===== config.mk =====
export PLATFORM = sky130hd
export DESIGN_NAME = msc_pos_enc
export DESIGN_NICKNAME = d
export VERILOG_FILES = /design/src/rtl/msc_pkg.sv /design/src/rtl/msc_pos_enc.sv
export SDC_FILE = /design/constraint.sdc
export NUM_CORES = 1
export LEC_CHECK = 0
export ABC_AREA = 1
export BUFFER_PORTS_ARGS = -buffer_cell sky130_fd_sc_hd__buf_2
export CAP_MARGIN = 5
export CORE_MARGIN = 8
export CORE_UTILIZATION = 35
export DETAILED_ROUTE_END_ITERATION = 12
export PLACE_DENSITY = 0.91
export RECOVER_POWER = 25
export SLEW_MARGIN = 20
export SYNTH_ARGS = -nofsm -noshare
export SYNTH_HDL_FRONTEND = slang
export SYNTH_SLANG_ARGS = --single-unit

===== constraint.sdc =====
create_clock -name vclk -period 1.48
set_clock_uncertainty 0.05 [all_clocks]
set_input_delay 0.148 -clock vclk [all_inputs]
set_output_delay 0.148 -clock vclk [all_outputs]
set_load 0.05 [all_outputs]

===== src/rtl/msc_pkg.sv =====
// Shared constants, codes and types of the member set with compaction.
package msc_pkg;

  localparam int MAX_MEMBERS = 64;
  localparam int ID_W = 64;
  localparam int CFG_W = 7;

  localparam logic [CFG_W-1:0] CAPACITY_RESET = 7'd64;
  localparam logic [CFG_W-1:0] OVERLOAD_RESET = 7'd48;

  localparam logic REG_CAPACITY_LIMIT = 1'b0;
  localparam logic REG_OVERLOAD_COUNT = 1'b1;

  localparam logic [1:0] MODE_ADD = 2'd0;
  localparam logic [1:0] MODE_REMOVE = 2'd1;
  localparam logic [1:0] MODE_TEST = 2'd2;

  localparam logic [1:0] ST_OK = 2'd0;
  localparam logic [1:0] ST_FULL = 2'd1;
  localparam logic [1:0] ST_NOT_FOUND = 2'd2;

  typedef struct packed {
    logic cmp_en;
    logic add_en;
    logic shift_en;
  } msc_ctrl_t;

endpackage


===== src/rtl/msc_pos_enc.sv =====
// Encodes the one-hot match vector of the cells into the index of the match.
module msc_pos_enc #(
  parameter int MAX = msc_pkg::MAX_MEMBERS,
  parameter int CNT_W = 7
) (
  input  logic [MAX-1:0]   match,
  output logic [CNT_W-1:0] pos,
  output logic             hit
);

  always_comb begin
    pos = '0;
    for (int j = 0; j < MAX; j++) begin
      pos = pos | (match[j] ? CNT_W'(j) : '0);
    end
  end

  assign hit = |match;

endmodule


==> run summary <==
The flow ran to the end, and the final reports show no timing, DRC or antenna violations. The violation count after the first detailed-route iteration is 19, and the antenna diode instance count is 0. The floorplan step defined a die boundary enclosing 0.002967 sq mm. Hold repair after CTS inserted 0 buffers.

The logs give 0 sq um for the sequential cell area in the final layout and 185 for the net count after synthesis. The floorplan has 14 rows. The iteration count of the initial detailed-routing pass is 4, and the transition at the pin with the smallest max-transition slack is 0.5979 ns. The net switching component of the power is 80.51 uW.

The critical path goes through buf_2 -> nor2_2 -> nand2_1 -> nor2_1 -> nand2_1 -> nor2_2 -> nand2_1 -> buf_2. After global routing the overflow that remains totals 0. VDD sags by at most 103.8 uV.

For the maximum number of pins on one net before global-route repair, the log shows 4. Ranked by total cell area, the synthesized netlist is headed by sky130_fd_sc_hd__nor2_1 43%, sky130_fd_sc_hd__nand2_1 20%, sky130_fd_sc_hd__nand4_1 9.7%. The final weighted congestion in routability-driven placement was 0.8086. After layout, the minimum clock period comes to 1.254 ns.

The number of global-route vias before repair is 896, and the leakage component of the power is 0.0004365 uW. For this run, the slowest stage of the critical path takes 0.21 ns. For the number of antenna violations at the first check in global routing, the log shows 0. The path type of the worst setup path was in2out. Setup repair after global routing left no endpoint under its margin. The number of distinct standard cells referenced by the synthesized netlist came out at 13. Vias per cell: 4.705. Max-slew violation total from the final report: 0. For this run, the top clock speed supported by timing is 797.7 MHz.

The area inside the core boundary was 0.001454 sq mm. The tools report the data arrival at the endpoint of the critical path as 1.06 ns. After detailed routing, the number of remaining DRC violations is 0. The power share of the combinational group is 100.0%. Of the total power, the share spent switching nets is 49.44%.

On the critical path the largest part of the delay comes from simple AND/OR/NAND/NOR gates. The initial cell density of the core is 35.63%. Counting every instance in the synthesized netlist gives 121. Headroom to the max-slew limit came out at 60.31%.

The cell area power density is 184.1 mW/mm^2, and the filler cell count in the final layout is 157. The logs give 257 for the count of nets after finishing and 974 for the number of vias in the routed layout. Top cell type by total area after synthesis: sky130_fd_sc_hd__nor2_1. In this run the remaining antenna-violating nets after routing total 0. The share of total power dissipated in the clock network is 0%. The die is 54.47 um wide. In this run the worst hold path is classified as in2out.

Yosys printed 0 warnings. Count of final setup violators: 0. Counting both buffers and inverters, the worst setup path holds a total of 2.

Dividing the detail-routed wire length by the instance count gives 10.96 um. The count of buffers added on input and output ports is 71. Among all cell types in the netlist, the one instantiated most often is sky130_fd_sc_hd__nor2_1. The average instance in the mapped netlist occupies 4.281 sq um. The number of max-cap violations is 0, and the fraction of post-synthesis cell area in the top cell type by area is 43.48%.

The final hold violation count came out at 0. The wire length of the first global-routing pass was 3263 um; the design internal power was 82.35 uW. Per report_power, the sequential group accounts for 0% of the total. Sequential cells placed in the final layout were counted as 0. The layout has 0 clock buffers. The data required time at the worst endpoint is 1.28 ns, and the final-layout worst hold slack is 0.7710 ns.

Adding up every negative setup slack in the final design gives 0 ns. Measured along the y axis, the die boundary spans 54.47 um. The area growth from synthesis to layout is 70.77%. Of the cells placed in the final design, the portion with a size suffix greater than 1 is 42.41%.

Global routing used 13.49% of the available tracks. The post-synth design cell area came out at 518.0 sq um. STA classifies the critical path startpoint as a primary input.

The sequential-to-total area share from yosys stat is 0%. After legalization and detailed placement, the total HPWL measured 2164 um. In this run, post-CTS repair resized a total of 0 instances.

The number of setup buffers added after CTS is 0. The worst path uses 84.70% of the clock period. For this design, the slowest cell found on the critical path is sky130_fd_sc_hd__buf_2.

Post-route total power: 162.9 uW. Counting instances in the post-synthesis netlist gives the leading cell types as 60 x sky130_fd_sc_hd__nor2_1, 27 x sky130_fd_sc_hd__nand2_1, 8 x sky130_fd_sc_hd__nand4_1. STA classifies the critical path endpoint as a primary output. In this design, the critical path's most frequently occurring cell is sky130_fd_sc_hd__nand2_1. Along the worst path, the maximum fanout reaches 3. 72 I/O pins were placed. The routed design has 2269 um of wire.
## stage by stage
step	utilization [%]	instances	setup slack [ns]	cell area, sq um
after CTS	60.93	207	0.2403	885.9
after global routing	60.84	207	0.1628	884.6
after detailed placement	60.93	207	0.2417	885.9
final	60.84	207	0.2264	884.6
after global placement	60.93	207	0.2629	885.9
after floorplan	-	121	0.3447	518.0
## kinds of logic after synthesis
group                  Yosys count  synth area share (%)
other                            1                0.7239
AND/OR/NAND/NOR                111                 92.03
buffers and inverters            9                 7.247
## cells in the final DEF (no fill, tap or decap), types with 2 or more instances in the layout
cell / instances
sky130_fd_sc_hd__nand2_1: 27
sky130_fd_sc_hd__nor2_1: 60
sky130_fd_sc_hd__buf_2: 70
sky130_fd_sc_hd__nand4_1: 8
sky130_fd_sc_hd__nor3_1: 2
sky130_fd_sc_hd__nand3_1: 3
sky130_fd_sc_hd__nand2_2: 2
sky130_fd_sc_hd__inv_1: 7
sky130_fd_sc_hd__nor2_2: 7
## per-layer routing
layer / vias to the layer above / wire (um) / GRT usage [%]
met1: 412 / 809 / 15.70
met4: 0 / 0 / 0
li1: 516 / - / -
met5: - / 0 / 0
met2: 46 / 1211 / 26.34
met3: 0 / 248 / 2.174
## final cells by class
type                            count  area, sq um  share of cell area [%]
Tap cell                           16        20.02                   2.263
Timing Repair Buffer               71        354.1                   40.03
Inverter                            8        30.03                   3.395
Multi-Input combinational cell    112        480.5                   54.31
## worst paths after layout
check / from / end / slack, ns / depth (start not counted)
max: match[46] / hit / 0.23 / 8
min: match[28] / pos[4] / 0.77 / 6
## power by group through the flow
stage	Sequential, uW	Combinational (uW)	Clock [uW]
after floorplan	0	59.4	0
after global routing	0	183	0
final	0	163	0
after detailed placement	0	162	0
after CTS	0	163	0
after global placement	0	158	0
(Power assumes the default switching activity.)
