$ cat src/rtl/msc_pkg.sv
// Shared constants, codes and types of the member set with compaction.
package msc_pkg;

  localparam int MAX_MEMBERS = 64;
  localparam int ID_W = 64;
  localparam int CFG_W = 7;

  localparam logic [CFG_W-1:0] CAPACITY_RESET = 7'd64;
  localparam logic [CFG_W-1:0] OVERLOAD_RESET = 7'd48;

  localparam logic REG_CAPACITY_LIMIT = 1'b0;
  localparam logic REG_OVERLOAD_COUNT = 1'b1;

  localparam logic [1:0] MODE_ADD = 2'd0;
  localparam logic [1:0] MODE_REMOVE = 2'd1;
  localparam logic [1:0] MODE_TEST = 2'd2;

  localparam logic [1:0] ST_OK = 2'd0;
  localparam logic [1:0] ST_FULL = 2'd1;
  localparam logic [1:0] ST_NOT_FOUND = 2'd2;

  typedef struct packed {
    logic cmp_en;
    logic add_en;
    logic shift_en;
  } msc_ctrl_t;

endpackage

$ cat src/rtl/msc_cell.sv
// One entry of the member list: compare, append and shift-down logic.
module msc_cell #(
  parameter int IDX = 0,
  parameter int CNT_W = 7
) (
  input  logic                     clk,
  input  msc_pkg::msc_ctrl_t       ctrl,
  input  logic [CNT_W-1:0]         count,
  input  logic [CNT_W-1:0]         pos,
  input  logic [msc_pkg::ID_W-1:0] cmd_id,
  input  logic [msc_pkg::ID_W-1:0] upper_entry,
  output logic [msc_pkg::ID_W-1:0] entry,
  output logic                     match
);

  localparam logic [CNT_W-1:0] MY_IDX = CNT_W'(IDX);

  logic in_use;

  assign in_use = MY_IDX < count;

  always_ff @(posedge clk) begin
    if (ctrl.cmp_en) begin
      match <= in_use && (entry == cmd_id);
    end
  end

  always_ff @(posedge clk) begin
    if (ctrl.shift_en && (MY_IDX >= pos)) begin
      entry <= upper_entry;
    end else if (ctrl.add_en && (MY_IDX == count)) begin
      entry <= cmd_id;
    end
  end

endmodule

$ cat config.mk
export PLATFORM = sky130hd
export DESIGN_NAME = msc_cell
export DESIGN_NICKNAME = d
export VERILOG_FILES = /design/src/rtl/msc_pkg.sv /design/src/rtl/msc_cell.sv
export SDC_FILE = /design/constraint.sdc
export NUM_CORES = 1
export LEC_CHECK = 0
export ABC_AREA = 1
export BUFFER_PORTS_ARGS = -buffer_cell sky130_fd_sc_hd__buf_2
export CORE_AREA = 2 2 144 76
export CTS_CLUSTER_SIZE = 10
export DETAILED_ROUTE_END_ITERATION = 16
export DIE_AREA = 0 0 146 78
export GPL_TIMING_DRIVEN = 0
export HOLD_SLACK_MARGIN = 0.02
export PLACE_DENSITY = 0.71
export SLEW_MARGIN = 10
export SYNTH_ARGS = -nofsm -noshare
export SYNTH_HDL_FRONTEND = slang
export SYNTH_SLANG_ARGS = --single-unit
$ cat constraint.sdc
create_clock -name clk -period 4.75 [get_ports clk]
set_input_delay 0.95 -clock clk [delete_from_list [all_inputs] [get_ports clk]]
set_output_delay 0.95 -clock clk [all_outputs]
set_load 0.01 [all_outputs]
==> impl_metrics.env <==
export IMPL_dr_pass1_iters=5
export IMPL_final_cells=845
export IMPL_r2r_end="match$_DFFE_PP_"
export IMPL_first_iter_violations=211
export IMPL_area_growth_pct=39.2
export IMPL_grt_util_met3=0.0488
export IMPL_placementRows=26
export IMPL_power_leakage_nw=2.75
export IMPL_grt_busiest_layer="met2"
export IMPL_cp_num_buf_inv=3
export IMPL_design_area_um2=5480
export IMPL_cts_tree="yes"
export IMPL_grt_util_met1=0.259
export IMPL_critPathArrivalTime_ps=2400
export IMPL_clockBufferDepth=2
export IMPL_postCtsSetupBuffers=0
export IMPL_synthAdderAreaFrac=0
export IMPL_layout_common_cells="buf_2 (213), nand2_1 (209), nand3_1 (66), edfxtp_1 (65), xnor2_1 (45)"
export IMPL_muxShareOfSynthArea=0
export IMPL_rr_startpoint="entry[37]$_DFFE_PP_"
export IMPL_place_hpwl_mm=9.55
export IMPL_p_sw_uw=326
export IMPL_yosysUniqueCellTypes=14
export IMPL_vias_per_cell=4.60
export IMPL_grt_pass1_vias=3671
export IMPL_min_to="match$_DFFE_PP_"
export IMPL_clkLatencyLatePin_ps=330
export IMPL_overflow=0
export IMPL_hold_viol=0
export IMPL_synthCells=478
export IMPL_rrSetupSlack_ps=3330
export IMPL_synth_simple_gate_area_frac=0.323
export IMPL_clock_root_buffer="clkbuf_16"
export IMPL_cp_end_kind="register"
export IMPL_io_buffers=210
export IMPL_cp_start_kind="input port"
export IMPL_intPower_mw=1.12
export IMPL_drv_cap=0
export IMPL_yosys_warnings=0
export IMPL_vias=3889
export IMPL_routedWlPerCell_um=15.0
export IMPL_antenna_found_initial=0
export IMPL_grt_usage=0.215
export IMPL_ios=211
export IMPL_drtAntennaViolNets=0
export IMPL_ys_top_cells_by_area="edfxtp_1 (50%), nand2_1 (20%), xnor2_1 (10%)"
export IMPL_grtUsageMet2=0.381
export IMPL_synth_top_area_share=0.496
export IMPL_numClockSinks=65
export IMPL_postCtsHoldBufs=0
export IMPL_status="finished, final reports clean"
export IMPL_tightest_slew_ps=558
export IMPL_crit_type="input port to register"
export IMPL_worstRegToRegCells=9
export IMPL_holdCritPathClass="input port to register"
export IMPL_core_um2=10000
export IMPL_setup_worst_path_start="pos[2]"
export IMPL_numCtsBuffers=9
export IMPL_diodes=0
export IMPL_rsz0062_at_grt="no"
export IMPL_power_frac_comb=0.112
export IMPL_die_h_um=78
export IMPL_synth_xor_area_frac=0.100
export IMPL_setup_viol=0
export IMPL_cp_slowest_cell="nor4_2"
export IMPL_path_clk_slew_ps=50
export IMPL_worstHoldStart="ctrl[2]"
export IMPL_power_per_cell_area_nw_per_um2=264
export IMPL_synth_area_leader_cell="edfxtp_1"
export IMPL_synth_avg_cell_area_um2=8.23
export IMPL_cp_top_family="simple AND/OR/NAND/NOR gates"
export IMPL_syn_num_nets=624
export IMPL_place_congestion=0.857
export IMPL_wl_mm=12.6
export IMPL_final_max_slew_viol_count=0
export IMPL_p_seq_frac=0.442
export IMPL_period_share=0.505
export IMPL_drc_errors=0
export IMPL_dp_cells=829
export IMPL_setup_tns_ps=0
export IMPL_cts_resized=0
export IMPL_crit_chain="buf_2, nor4_2, nand2_1, clkbuf_1, nand2_4, buf_16"
export IMPL_dieArea_um2=11400
export IMPL_placed_cell_area_um2=5200
export IMPL_die_x_um=146
export IMPL_max_stage_delay_ps=320
export IMPL_ir_drop_v=0.000188
export IMPL_period_needed_ps=2400
export IMPL_crit_path_max_fanout=53
export IMPL_whs_ps=824
export IMPL_yosysSeqAreaShare=0.496
export IMPL_netlist_area_um2=3940
export IMPL_grt_pass1_wl_mm=18.8
export IMPL_grt_start_max_net_pins=54
export IMPL_fin_skew_ps=4.72
export IMPL_required_ps=4750
export IMPL_min_path_cells=1
export IMPL_power_frac_clock=0.446
export IMPL_fin_nets=846
export IMPL_htree_num_levels=3
export IMPL_ys_seq_elements=65
export IMPL_final_common_cell="buf_2"
export IMPL_start_util=0.393
export IMPL_synth_top_family_by_area="simple AND/OR/NAND/NOR gates"
export IMPL_drive_gt1_frac=0.349
export IMPL_synth_compound_gate_area_share=0
export IMPL_power_switching_share=0.225
export IMPL_relSlewSlack=0.628
export IMPL_fmax_mhz=417
## per-stage QoR
stage / worst slack, ps / power [mW] / util
after floorplan: 1430 / 0.721 / -
after global placement: 411 / 0.810 / 0.515
after detailed placement: 2020 / 0.813 / 0.519
after CTS: 2370 / 1.46 / 0.547
after global routing: 2300 / 1.50 / 0.547
final: 2350 / 1.45 / 0.547
## power by group through the flow
stage | logic [mW] | clock network [mW] | registers, mW
final | 0.162 | 0.646 | 0.640
after global routing | 0.182 | 0.675 | 0.640
after CTS | 0.163 | 0.653 | 0.640
after detailed placement | 0.162 | 0 | 0.652
after global placement | 0.159 | 0 | 0.652
after floorplan | 0.0673 | 0 | 0.654
## state kept, by name, indices dropped and copies added, names as in the netlist
signal and cells:
entry 64, match 1
## final cells by class
cell class                 count  area (µm²)
sequential                    65        1950
timing repair buffer         211        1080
inverter                      41         154
clock buffer                  12         236
tap                          140         175
clock inverter                 4        43.8
fill                         992        4540
buffer                        21         165
multi-input combinational    351        1670
## cell usage after synthesis
cell      number
buf_6          5
nor3_1         1
and3_1         1
nor4_2         2
buf_4         12
nand2_1      210
clkbuf_1       1
xnor2_1       45
buf_2          3
nand4_1        7
nor2_1        19
inv_1         41
edfxtp_1      65
nand3_1       66
## worst max path at each step
stage	end	slack (ps)	depth (start not counted)
after floorplan	entry[0]$_DFFE_PP_	1430	4
after global placement	entry[25]$_DFFE_PP_	410	5
after detailed placement	entry[25]$_DFFE_PP_	2020	6
after CTS	entry[34]$_DFFE_PP_	2370	6
after global routing	entry[34]$_DFFE_PP_	2300	6
final	entry[33]$_DFFE_PP_	2350	6
## routing by layer
| metal | routed length, µm | vias up |
|---|---|---|
| met3 | 698 | 26 |
| met2 | 6480 | 127 |
| met4 | 287 | 0 |
| li1 | - | 1981 |
| met5 | 0 | - |
| met1 | 5180 | 1755 |
## logic make-up after synthesis
kind of cell	Yosys count
and+or+nand+nor	306
DFF	65
buffers and inverters	62
xor gates and xnor gates	45
Note: power is estimated with default switching activity, not from simulation.
